===== src/hdl/trial_division_factorizer_unit_macros.svh =====
// ============================================================================
// Assertion macros for the trial division factorizer
// Shared shorthand for the concurrent checks at the end of the divider and sequencer.
// ============================================================================
`ifndef TRIAL_DIVISION_FACTORIZER_UNIT_MACROS_SVH
`define TRIAL_DIVISION_FACTORIZER_UNIT_MACROS_SVH

// Same-cycle implication, disabled during reset.
`define TDF_ASSERT_IMPLIES(lbl, ck, rst_n, ante, cons, msg) \
	lbl: assert property (@(posedge ck) disable iff (!rst_n) (ante) |-> (cons)) else $error(msg);

// Next-cycle implication, disabled during reset.
`define TDF_ASSERT_NEXT(lbl, ck, rst_n, ante, cons, msg) \
	lbl: assert property (@(posedge ck) disable iff (!rst_n) (ante) |=> (cons)) else $error(msg);

`endif


===== src/hdl/tdf_pkg.sv =====
// ============================================================================
// Trial division factorizer package
// Field widths, status codes and the structs passed between the modules.
// ============================================================================
package tdf_pkg;

	// Fixed widths of the transaction fields.
	localparam int FIELD_WIDTH  = 64;
	localparam int EXP_WIDTH    = 6;
	localparam int STATUS_WIDTH = 2;

	// Default width of the value that is actually factored.
	localparam int VALUE_WIDTH_DEF = 64;

	typedef logic [EXP_WIDTH-1:0]    exp_t;
	typedef logic [STATUS_WIDTH-1:0] status_t;

	// Result status codes.
	localparam status_t ST_FACTOR = 2'd0;
	localparam status_t ST_PRIME  = 2'd1;
	localparam status_t ST_ZERO   = 2'd2;

	localparam exp_t EXP_ZERO = '0;
	localparam exp_t EXP_ONE  = 6'd1;

	// Status of the bit-serial divider.
	typedef struct packed {
		logic busy;
		logic done;
	} div_sts_t;

	// Result request from the sequencer to the output register.
	typedef struct packed {
		logic    valid;
		logic    last;
		status_t status;
		exp_t    exponent;
	} emit_req_t;

endpackage


===== src/hdl/tdf_in_if.sv =====
// ============================================================================
// Operand channel
// Carries one number to factor per transaction.
// ============================================================================
interface tdf_in_if import tdf_pkg::*; ();

	logic                   valid;
	logic                   ready;
	logic [FIELD_WIDTH-1:0] number;

	modport source (output valid, output number, input ready);
	modport sink (input valid, input number, output ready);

endinterface


===== src/hdl/tdf_out_if.sv =====
// ============================================================================
// Result channel
// Carries one prime factor and its exponent per transaction.
// ============================================================================
interface tdf_out_if import tdf_pkg::*; ();

	logic                   valid;
	logic                   ready;
	logic [FIELD_WIDTH-1:0] factor;
	exp_t                   exponent;
	status_t                status;
	logic                   last;

	modport source (output valid, output factor, output exponent, output status,
		output last, input ready);
	modport sink (input valid, input factor, input exponent, input status,
		input last, output ready);

endinterface


===== src/hdl/tdf_div.sv =====
// ============================================================================
// Bit-serial restoring divider
// Shifts one dividend bit per cycle into the partial remainder.
// ============================================================================
`include "trial_division_factorizer_unit_macros.svh"

module tdf_div import tdf_pkg::*; #(
	parameter int W = VALUE_WIDTH_DEF
) (
	input  logic         clk,
	input  logic         arst_n,
	input  logic         start,
	input  logic [W-1:0] dividend,
	input  logic [W-1:0] divisor,
	output div_sts_t     sts,
	output logic [W-1:0] quotient,
	output logic [W-1:0] remainder
);

	localparam int CW = $clog2(W + 1);

	logic [W-1:0]  quo_q;
	logic [W-1:0]  rem_q;
	logic [W-1:0]  dsr_q;
	logic [CW-1:0] cnt_q;
	logic          busy_q;
	logic          done_q;

	logic [W:0] trial;
	logic [W:0] diff;
	logic       ge;

	// One restoring step: bring in the next dividend bit and try a subtract.
	assign trial = {rem_q, quo_q[W-1]};
	assign diff  = trial - {1'b0, dsr_q};
	assign ge    = !diff[W];

	always_ff @(posedge clk or negedge arst_n) begin
		if (!arst_n) begin
			quo_q  <= '0;
			rem_q  <= '0;
			dsr_q  <= '0;
			cnt_q  <= '0;
			busy_q <= 1'b0;
			done_q <= 1'b0;
		end else begin
			done_q <= 1'b0;
			if (start) begin
				quo_q  <= dividend;
				rem_q  <= '0;
				dsr_q  <= divisor;
				cnt_q  <= CW'(W);
				busy_q <= 1'b1;
			end else if (busy_q) begin
				rem_q <= ge ? diff[W-1:0] : trial[W-1:0];
				quo_q <= {quo_q[W-2:0], ge};
				cnt_q <= cnt_q - CW'(1);
				if (cnt_q == CW'(1)) begin
					busy_q <= 1'b0;
					done_q <= 1'b1;
				end
			end
		end
	end

	assign sts.busy  = busy_q;
	assign sts.done  = done_q;
	assign quotient  = quo_q;
	assign remainder = rem_q;

	`TDF_ASSERT_IMPLIES(a_no_restart, clk, arst_n, start, !busy_q, "divider restarted while busy")
	`TDF_ASSERT_IMPLIES(a_rem_range, clk, arst_n, done_q, rem_q < dsr_q, "remainder not below divisor")
	`TDF_ASSERT_NEXT(a_done_pulse, clk, arst_n, done_q, !done_q, "done held longer than one cycle")

endmodule


===== src/hdl/tdf_seq.sv =====
// ============================================================================
// Factorization sequencer
// Strips powers of two, then steps odd trial divisors through the divider.
// ============================================================================
`include "trial_division_factorizer_unit_macros.svh"

module tdf_seq import tdf_pkg::*; #(
	parameter int W = VALUE_WIDTH_DEF
) (
	input  logic                   clk,
	input  logic                   arst_n,
	tdf_in_if.sink                 operand,
	output logic                   div_start,
	output logic [W-1:0]           div_dividend,
	output logic [W-1:0]           div_divisor,
	input  div_sts_t               div_sts,
	input  logic [W-1:0]           div_quotient,
	input  logic [W-1:0]           div_remainder,
	output emit_req_t              emit_req,
	output logic [FIELD_WIDTH-1:0] emit_factor,
	input  logic                   emit_grant
);

	localparam logic [2:0] S_IDLE  = 3'd0;
	localparam logic [2:0] S_STRIP = 3'd1;
	localparam logic [2:0] S_DIV   = 3'd2;
	localparam logic [2:0] S_WAIT  = 3'd3;
	localparam logic [2:0] S_EMIT  = 3'd4;

	logic [2:0]   state_q;
	logic [2:0]   nxt_q;
	logic [W-1:0] r_q;
	logic [W-1:0] d_q;
	exp_t         cnt_q;
	logic         first_q;
	logic         found_q;
	logic [W-1:0] em_factor_q;
	exp_t         em_exp_q;
	status_t      em_status_q;
	logic         em_last_q;

	logic [W-1:0] num;
	logic         r_is_one;

	assign num      = operand.number[W-1:0];
	assign r_is_one = (r_q == W'(1));

	// Main sequence: one shift per cycle while stripping twos, then one
	// bit-serial division per trial.
	always_ff @(posedge clk or negedge arst_n) begin
		if (!arst_n) begin
			state_q     <= S_IDLE;
			nxt_q       <= S_IDLE;
			r_q         <= '0;
			d_q         <= '0;
			cnt_q       <= EXP_ZERO;
			first_q     <= 1'b0;
			found_q     <= 1'b0;
			em_factor_q <= '0;
			em_exp_q    <= EXP_ZERO;
			em_status_q <= ST_FACTOR;
			em_last_q   <= 1'b0;
		end else begin
			case (state_q)
				S_IDLE: begin
					if (operand.valid) begin
						if (num == '0) begin
							em_factor_q <= '0;
							em_exp_q    <= EXP_ZERO;
							em_status_q <= ST_ZERO;
							em_last_q   <= 1'b1;
							nxt_q       <= S_IDLE;
							state_q     <= S_EMIT;
						end else if (num == W'(1)) begin
							em_factor_q <= W'(1);
							em_exp_q    <= EXP_ONE;
							em_status_q <= ST_PRIME;
							em_last_q   <= 1'b1;
							nxt_q       <= S_IDLE;
							state_q     <= S_EMIT;
						end else begin
							r_q     <= num;
							cnt_q   <= EXP_ZERO;
							found_q <= 1'b0;
							state_q <= S_STRIP;
						end
					end
				end
				S_STRIP: begin
					if (!r_q[0]) begin
						r_q   <= r_q >> 1;
						cnt_q <= cnt_q + EXP_ONE;
					end else begin
						d_q     <= W'(3);
						first_q <= 1'b1;
						if (cnt_q != EXP_ZERO) begin
							em_factor_q <= W'(2);
							em_exp_q    <= cnt_q;
							em_status_q <= ST_FACTOR;
							em_last_q   <= r_is_one;
							found_q     <= 1'b1;
							cnt_q       <= EXP_ZERO;
							nxt_q       <= r_is_one ? S_IDLE : S_DIV;
							state_q     <= S_EMIT;
						end else begin
							state_q <= S_DIV;
						end
					end
				end
				S_DIV: begin
					state_q <= S_WAIT;
				end
				S_WAIT: begin
					if (div_sts.done) begin
						if (first_q && (div_quotient < d_q)) begin
							// Divisor passed the square root: any rest is prime.
							if (r_q > W'(1)) begin
								em_factor_q <= r_q;
								em_exp_q    <= EXP_ONE;
								em_status_q <= found_q ? ST_FACTOR : ST_PRIME;
								em_last_q   <= 1'b1;
								nxt_q       <= S_IDLE;
								state_q     <= S_EMIT;
							end else begin
								state_q <= S_IDLE;
							end
						end else if (div_remainder == '0) begin
							r_q     <= div_quotient;
							cnt_q   <= cnt_q + EXP_ONE;
							first_q <= 1'b0;
							state_q <= S_DIV;
						end else begin
							d_q     <= d_q + W'(2);
							first_q <= 1'b1;
							if (cnt_q != EXP_ZERO) begin
								em_factor_q <= d_q;
								em_exp_q    <= cnt_q;
								em_status_q <= ST_FACTOR;
								em_last_q   <= r_is_one;
								found_q     <= 1'b1;
								cnt_q       <= EXP_ZERO;
								nxt_q       <= r_is_one ? S_IDLE : S_DIV;
								state_q     <= S_EMIT;
							end else begin
								state_q <= S_DIV;
							end
						end
					end
				end
				S_EMIT: begin
					if (emit_grant) begin
						state_q <= nxt_q;
					end
				end
				default: begin
					state_q <= S_IDLE;
				end
			endcase
		end
	end

	assign operand.ready = (state_q == S_IDLE);

	assign div_start    = (state_q == S_DIV);
	assign div_dividend = r_q;
	assign div_divisor  = d_q;

	assign emit_req.valid    = (state_q == S_EMIT);
	assign emit_req.last     = em_last_q;
	assign emit_req.status   = em_status_q;
	assign emit_req.exponent = em_exp_q;
	assign emit_factor       = FIELD_WIDTH'(em_factor_q);

	`TDF_ASSERT_IMPLIES(a_odd_divisor, clk, arst_n, state_q == S_DIV, d_q[0], "even trial divisor")
	`TDF_ASSERT_IMPLIES(a_prime_alone, clk, arst_n, emit_req.valid && emit_req.status == ST_PRIME, emit_req.last && emit_req.exponent == EXP_ONE, "prime result not single")
	`TDF_ASSERT_NEXT(a_div_launch, clk, arst_n, state_q == S_DIV, state_q == S_WAIT && div_sts.busy, "division did not start")

endmodule


===== src/hdl/trial_division_factorizer_unit.sv =====
// ============================================================================
// Trial division factorizer
// Emits the prime factorization of each number, one result per prime; zero and one give a single result.
// ============================================================================
//
//   channel   dir   payload                              handshake
//   operand   in    number[63:0]                         valid / ready
//   result    out   factor[63:0] exponent status last    valid / ready
//
// Powers of two are stripped one bit per cycle.
// Each odd trial division runs through the bit-serial divider.
// With m the odd part of n, at most about sqrt(m) / 2 + e divisions run,
// e being the sum of the odd exponents.
// arst_n clears all control state; no clearing pass is needed.
// The sequencer holds in place while the result register is full and stalled.
// ============================================================================
module trial_division_factorizer_unit import tdf_pkg::*; #(
	parameter int VALUE_WIDTH = VALUE_WIDTH_DEF
) (
	input  logic       clk,
	input  logic       arst_n,
	tdf_in_if.sink     operand,
	tdf_out_if.source  result
);

	logic                   div_start;
	logic [VALUE_WIDTH-1:0] div_dividend;
	logic [VALUE_WIDTH-1:0] div_divisor;
	div_sts_t               div_sts;
	logic [VALUE_WIDTH-1:0] div_quotient;
	logic [VALUE_WIDTH-1:0] div_remainder;
	emit_req_t              emit_req;
	logic [FIELD_WIDTH-1:0] emit_factor;
	logic                   emit_grant;

	logic                   out_valid_q;
	logic [FIELD_WIDTH-1:0] out_factor_q;
	exp_t                   out_exp_q;
	status_t                out_status_q;
	logic                   out_last_q;

	tdf_seq #(
		.W (VALUE_WIDTH)
	) u_seq (
		.clk           (clk),
		.arst_n        (arst_n),
		.operand       (operand),
		.div_start     (div_start),
		.div_dividend  (div_dividend),
		.div_divisor   (div_divisor),
		.div_sts       (div_sts),
		.div_quotient  (div_quotient),
		.div_remainder (div_remainder),
		.emit_req      (emit_req),
		.emit_factor   (emit_factor),
		.emit_grant    (emit_grant)
	);

	tdf_div #(
		.W (VALUE_WIDTH)
	) u_div (
		.clk       (clk),
		.arst_n    (arst_n),
		.start     (div_start),
		.dividend  (div_dividend),
		.divisor   (div_divisor),
		.sts       (div_sts),
		.quotient  (div_quotient),
		.remainder (div_remainder)
	);

	// The result register takes a new entry when empty or being drained.
	assign emit_grant = !out_valid_q || result.ready;

	always_ff @(posedge clk or negedge arst_n) begin
		if (!arst_n) begin
			out_valid_q <= 1'b0;
		end else if (emit_req.valid && emit_grant) begin
			out_valid_q <= 1'b1;
		end else if (result.ready) begin
			out_valid_q <= 1'b0;
		end
	end

	// Result payload, loaded with each transaction from the sequencer.
	always_ff @(posedge clk) begin
		if (emit_req.valid && emit_grant) begin
			out_factor_q <= emit_factor;
			out_exp_q    <= emit_req.exponent;
			out_status_q <= emit_req.status;
			out_last_q   <= emit_req.last;
		end
	end

	assign result.valid    = out_valid_q;
	assign result.factor   = out_factor_q;
	assign result.exponent = out_exp_q;
	assign result.status   = out_status_q;
	assign result.last     = out_last_q;

endmodule

===== src/flat_wrapper.sv =====
// flat-port wrapper written by rule: the top's interface ports become plain ports
module trial_division_factorizer_unit_flat import tdf_pkg::*;
#(
	parameter int VALUE_WIDTH = VALUE_WIDTH_DEF
)
  (clk, arst_n, operand_valid, operand_number, operand_ready, result_valid, result_factor, result_exponent, result_status, result_last, result_ready);
  tdf_in_if operand_i ();
  tdf_out_if result_i ();
  input  logic clk;
  input  logic arst_n;
  input wire logic [$bits(operand_i.valid)-1:0] operand_valid;
  input wire logic [$bits(operand_i.number)-1:0] operand_number;
  output wire logic [$bits(operand_i.ready)-1:0] operand_ready;
  output wire logic [$bits(result_i.valid)-1:0] result_valid;
  output wire logic [$bits(result_i.factor)-1:0] result_factor;
  output wire logic [$bits(result_i.exponent)-1:0] result_exponent;
  output wire logic [$bits(result_i.status)-1:0] result_status;
  output wire logic [$bits(result_i.last)-1:0] result_last;
  input wire logic [$bits(result_i.ready)-1:0] result_ready;
  assign operand_i.valid = operand_valid;
  assign operand_i.number = operand_number;
  assign operand_ready = operand_i.ready;
  assign result_valid = result_i.valid;
  assign result_factor = result_i.factor;
  assign result_exponent = result_i.exponent;
  assign result_status = result_i.status;
  assign result_last = result_i.last;
  assign result_i.ready = result_ready;
  trial_division_factorizer_unit #(.VALUE_WIDTH(VALUE_WIDTH)) u_core (.clk(clk), .arst_n(arst_n), .operand(operand_i), .result(result_i));
endmodule

===== config.mk =====
export PLATFORM = sky130hd
export DESIGN_NAME = trial_division_factorizer_unit_flat
export DESIGN_NICKNAME = d
export VERILOG_FILES = /design/src/hdl/tdf_pkg.sv /design/src/hdl/tdf_in_if.sv /design/src/hdl/tdf_out_if.sv /design/src/hdl/tdf_div.sv /design/src/hdl/tdf_seq.sv /design/src/hdl/trial_division_factorizer_unit.sv /design/src/flat_wrapper.sv
export VERILOG_INCLUDE_DIRS = /design/src /design/src/hdl
export SDC_FILE = /design/constraint.sdc
export NUM_CORES = 1
export LEC_CHECK = 0
export BUFFER_PORTS_ARGS = -buffer_cell sky130_fd_sc_hd__buf_2
export CAP_MARGIN = 20
export CORE_ASPECT_RATIO = 0.8
export CORE_MARGIN = 5
export CORE_UTILIZATION = 55
export DETAILED_ROUTE_END_ITERATION = 16
export PLACE_DENSITY = 0.73
export SYNTH_ARGS = -nofsm -noshare
export SYNTH_HDL_FRONTEND = slang
export SYNTH_SLANG_ARGS = --single-unit

===== constraint.sdc =====
create_clock -name clk -period 4.65 [get_ports clk]
set_clock_uncertainty 0.05 [all_clocks]
set_input_delay 0.93 -clock clk [delete_from_list [all_inputs] [get_ports clk]]
set_output_delay 0.93 -clock clk [all_outputs]
set_load 0.01 [all_outputs]

======== After elaboration in Yosys (flattened, before gate mapping) ========
Index checks and enable logic that the tools add are counted.
storage, ports and cells
  input port bits ......................... 68
  output and inout port bits .............. 75
  flip-flop bits (word level) ............. 490
cells by class
  reduce and logical (&&, ||, !) cells .... 22
  add/subtract/negate cells ............... 4
  equal/unequal tests ..................... 22
  mux-type cells .......................... 115
  order comparisons ....................... 2
operator list
  kind                     count
  $mux W64                 26
  $pmux W64 S3             2
  $eq A64 B1 Y1 const B    2
  $logic_not A64 Y1        2
  $pmux W64 S2             1
  $mux W6                  17
  $sub A65 B64 Y65         1
  $add A64 B2 Y64 const B  1
  $gt A64 B1 Y1 const B    1
  $lt A64 B64 Y1           1
  $mux W3                  19
  $pmux W6 S3              2
  $mux W1                  30
  $ne A2 B2 Y1 const B     11
  $mux W2                  10
  $reduce_and A8 Y1        2
  $pmux W3 S5              1
  $mux W7                  2
  $reduce_and A7 Y1        2
  $ne A3 B3 Y1 const B     3
  $pmux W3 S3              1
  $reduce_and A9 Y1        1
  $reduce_and A4 Y1        2
  $eq A7 B1 Y1 const B     1
  18 further kinds         24

======== Depth between registers and ports, before layout ========
  depth in word-level cells ............... 7
  gate-level depth with buffers ........... 16
  mapped depth without buffers ............ 13

======== By module ========
Synthesis repeated with hierarchy kept, for this count alone.
unflattened totals
  cell total of the unflattened synthesis .. 3236
  area, all modules ....................... 28807.6 µm²
by module, submodules not included
  module                          cells each  times used  area each (µm²)
  tdf_seq                         1639        1           13695.6
  tdf_div                         1520        1           12866.1
  trial_division_factorizer_unit  77          1           2245.9

======== Worst setup path after synthesis ========
No wires, ideal clock.
  path type ............................... input to register
  start ................................... input port result_ready
  end ..................................... register u_core.u_seq.state_q[1]
  arrival ................................. 3.669 ns
  library setup time ...................... 0.097 ns
  stages on the path ...................... 5
  path slack .............................. 0.834 ns
  required time ........................... 4.503 ns
  path through ............................ nand2b_1 > and3_1 > o22ai_1 > o31a_1 > o22ai_1
between the ends
  word-level cells in the longest chain between the ends .. 3
ends and longest elaborated chain
  element                             line                                  source
  start, declared                     flat_wrapper.sv:19                    input wire logic [$bits(result_i.ready)-1:0] result_ready;
  $logic_or A1 B1 Y1                  trial_division_factorizer_unit.sv:73  assign emit_grant = !out_valid_q || result.ready;
  $ne A2 B2 Y1 (no source line)       --
  $reduce_and A4 Y1 (no source line)  --
  end signal, assigned                tdf_seq.sv:152                        state_q <= nxt_q;
  end, declared                       tdf_seq.sv:30                         logic [2:0] state_q;
No other way between the ends.
A chain may end at the register's enable or synchronous reset.

======== Final worst setup path ========
  start ................................... register u_core.u_seq.d_q[27], in the netlist u_core.u_seq.div_divisor[27]
  end ..................................... register u_core.u_seq.em_factor_q[43], in the netlist u_core.u_seq.emit_factor[43]
between the ends
  word-level cells in the longest chain between the ends .. 5
ends and longest elaborated chain
  element                 line            source
  start, declared         tdf_seq.sv:33   logic [W-1:0] d_q;
  start signal, assigned  tdf_seq.sv:133  d_q <= d_q + W'(2);
  $lt A64 B64 Y1 *        tdf_seq.sv:115  if (first_q && (div_quotient < d_q)) begin
  $logic_and A1 B1 Y1 *   tdf_seq.sv:115
  $mux W64                tdf_seq.sv:115
  $mux W64                tdf_seq.sv:114  if (div_sts.done) begin
  $pmux W64 S3            tdf_seq.sv:64   case (state_q)
  end signal, assigned    tdf_seq.sv:118  em_factor_q <= r_q;
  end signal, assigned    tdf_seq.sv:136  em_factor_q <= d_q;
  end, declared           tdf_seq.sv:37   logic [W-1:0] em_factor_q;
Mark *: on every way between the ends. The rest lies on a longest branch, timed or not. The select of a mux whose other input is x is not followed.

==> metrics.txt <==
status complete, no violations; Starting Density 55.8%; Synth Register Bits 490; post-CTS sizing 0; dpl cell area 30100 sq um; post-DP HPWL 62900 um; H-tree depth 2; unique cell type count in the Yosys netlist 90; cts-stage hold buffer count 0; Sink Count 490; top-count cell post-synth nand2_1; area leader, netlist dfrtp_1; Setup crit start u_core.u_seq.div_divisor[27]$_DFFE_PN0P_; max cap viols 0; # setup viols final 0; Top FF cell, synth dfrtp_1; Critical Path Fanout Max 24; CP max stage cell or4_1; area delta synth->final 11.1%; crit-path cells inv_1 -> ha_1 -> a21oi_1 -> o21ai_0 -> a221oi_1 -> o21ai_1 -> or4_1 -> o21ai_1 -> a211oi_1 -> a311oi_2 -> and2_4 -> buf_12 -> mux2_1; Max Transition Viols Final 0; gpl congestion 0.946; total wire length 86800 um; Port Buf Inserts 142; number of flops mapped to enable cells by yosys 73; wire length per cell 21.6 um; post-CTS setup buffer count 0; top post-synthesis cells by count nand2_1 (465), dfrtp_1 (417), a21oi_1 (382); Worst Hold Class input pin to async pin; IO Pins 143; gr usage total 29.7%; Num CTS Buffers 49; top post-synthesis cells by area dfrtp_1 (36%), edfxtp_1 (7.7%), a21oi_1 (6.7%); drt first pass iters 6; final instance area 31800 sq um; Max-slew headroom 27.6%; share of the synthesized area in the top cell type 36.4%; worst path required time 5.06 ns; max incr delay on CP 0.52 ns; initial antenna violation count 1; WS Path Type flop to flop; Core Rows 74; Clock transition at path regs 0.07 ns; pwr dens 733 nW/um^2; CP most frequent cell o21ai_1; Clock Latency Late Sink 0.60 ns; Die ar. 56800 sq um; Residual DRC 0; R2R Path Start u_core.u_seq.div_divisor[27]$_DFFE_PN0P_; Max VDD drop 0.703 mV; first-pass GRT wire length 137000 um; post-route clock period utilization 89.1%; Critical Path Start Type flop; root buffer cell clkbuf_16; sequential cell area fraction in the yosys report 44.1%; Synthesized Nets 3442; Slew @ Worst Pin 1.08 ns; vias in the first global route 24026; RSZ-0062 raised after global routing no; family with the most delay on the worst path compound AO/OA/AOI/OAI gates; Syn Area/Cell 8.84 sq um; CTS tree done; deepest clock path buffer count 3; Die Height 214 um; synth warn 0; share of layout cells above drive strength 1 10.1%; area of the mapped netlist 28600 sq um; iteration-0 DRC count of the detailed router 2746; largest net degree at the start of global routing 148; # fillers 4297; Congestion Overflow GR 0; Syn Inst Count 3241; core box area 51300 sq um; nets 3485; asr flop ratio synth 85.1%; chip width 265 um; Post-DRT Antenna Nets 0; Final Hold Vio Count 0; setup TNS 0 ns; highest clock rate 0.241 GHz; worst path bufs/invs 2; post-DR vias/cell 6.22; crit end category flop; WP data arrival 4.55 ns; Leak Pwr 13.7 nW; Tmin final 4.14 ns; via count 24951
==> layout by cell type, fill, tap and decap left out, types with 8 or more instances in the layout <==
cell type    n
o21ai_0    318
xnor2_1     60
buf_4       47
a2111oi_0   13
xor2_1      30
o211ai_1    12
nand4_1     54
a31oi_1     27
clkbuf_16   51
a31o_2      11
nor3b_1     68
buf_2      141
a21oi_1    381
nand2_1    464
nor2b_1     15
mux2i_1     92
and3_1      11
mux2_1      63
nand3_1     45
inv_1      160
nor2_1     218
or3_1       19
nand2b_1    19
o21bai_1    11
buf_12      13
nor3_1      29
o21a_1      12
a21o_1      43
o21ai_1     10
nor4_1      58
clkbuf_1    10
ha_1       132
dfrtp_1    414
edfxtp_1    73
bufinv_16    8
a211oi_1    26
==> cells by family (layout without fill, tap and decap cells) <==
logic type / count (synthesis) / count (layout) / synth area share [%]
AO/OA/AOI/OAI: 955 / 955 / 19.5
AND/OR/NAND/NOR: 1043 / 1043 / 17.0
flip-flops: 490 / 490 / 44.1
multiplexers: 157 / 157 / 5.77
other: 0 / 1 / 0
adder cells (fa/ha/maj): 133 / 133 / 5.84
XOR/XNOR: 92 / 92 / 2.84
buffers and inverters: 371 / 455 / 5.04
==> sequential cells by signal (all words and copies together), names as in the netlist, 7 cells and up <==
signal / cells
u_core.u_div.quotient: 64
u_core.u_seq.div_dividend: 64
u_core.result.factor: 64
u_core.u_seq.emit_factor: 64
u_core.u_div.dsr_q: 64
u_core.u_div.remainder: 64
u_core.u_div.cnt_q: 7
u_core.u_seq.div_divisor: 64
==> layer usage <==
layer	wire length [um]	GRT usage (%)
met2	38500	44.9
met1	39400	44.8
met5	13	0
met3	6280	4.27
met4	2670	8.92
==> where the power goes <==
part / internal, W / switching, W
clock: 0.00256 / 0.00177
sequential: 0.00548 / 0.00136
combinational: 0.00453 / 0.00764
==> cell type report <==
| cell class | instances | area, sq um | share of cell area (%) |
|---|---|---|---|
| antenna | 1 | 2.50 | 0.00786 |
| clock buffer | 67 | 1400 | 4.39 |
| tap | 684 | 856 | 2.69 |
| sequential | 490 | 12600 | 39.7 |
| timing repair buffer | 202 | 1330 | 4.19 |
| clock inverter | 25 | 355 | 1.12 |
| inverter | 161 | 604 | 1.90 |
| multi-input combinational | 2380 | 14600 | 46.0 |
==> final timing paths <==
| path | to | slack, ns | depth (start not counted) |
|---|---|---|---|
| max in group asynchronous | u_core.u_seq.div_divisor[15]$_DFFE_PN0P_ | 3.12 | 2 |
| setup reg to reg | u_core.u_seq.emit_factor[43]$_DFFE_PN0P_ | 0.51 | 13 |
| setup / recovery | u_core.u_seq.emit_factor[43]$_DFFE_PN0P_ | 0.51 | 13 |
| min in group clk | u_core.result.factor[18]$_DFFE_PP_ | 0.39 | 0 |
| hold reg to reg | u_core.result.factor[18]$_DFFE_PP_ | 0.39 | 0 |
| hold / removal | u_core.u_div.remainder[17]$_DFFE_PN0P_ | 0.36 | 1 |
==> metrics by stage <==
| step | hold WS [ns] | total power [W] | instances | util, % | worst slack (ns) |
|---|---|---|---|---|---|
| floorplan | 0.368 | 0.0151 | 3241 | - | 0.834 |
| global placement | 0.381 | 0.0184 | 3917 | 58.6 | 0.0466 |
| detailed placement | 0.375 | 0.0188 | 3917 | 58.6 | 0.185 |
| CTS | 0.388 | 0.0231 | 4009 | 62.1 | 0.542 |
| global route | 0.403 | 0.0249 | 4009 | 62.1 | 0.294 |
| finish | 0.360 | 0.0233 | 4010 | 62.1 | 0.506 |
Note: power is estimated with default switching activity, not from simulation.
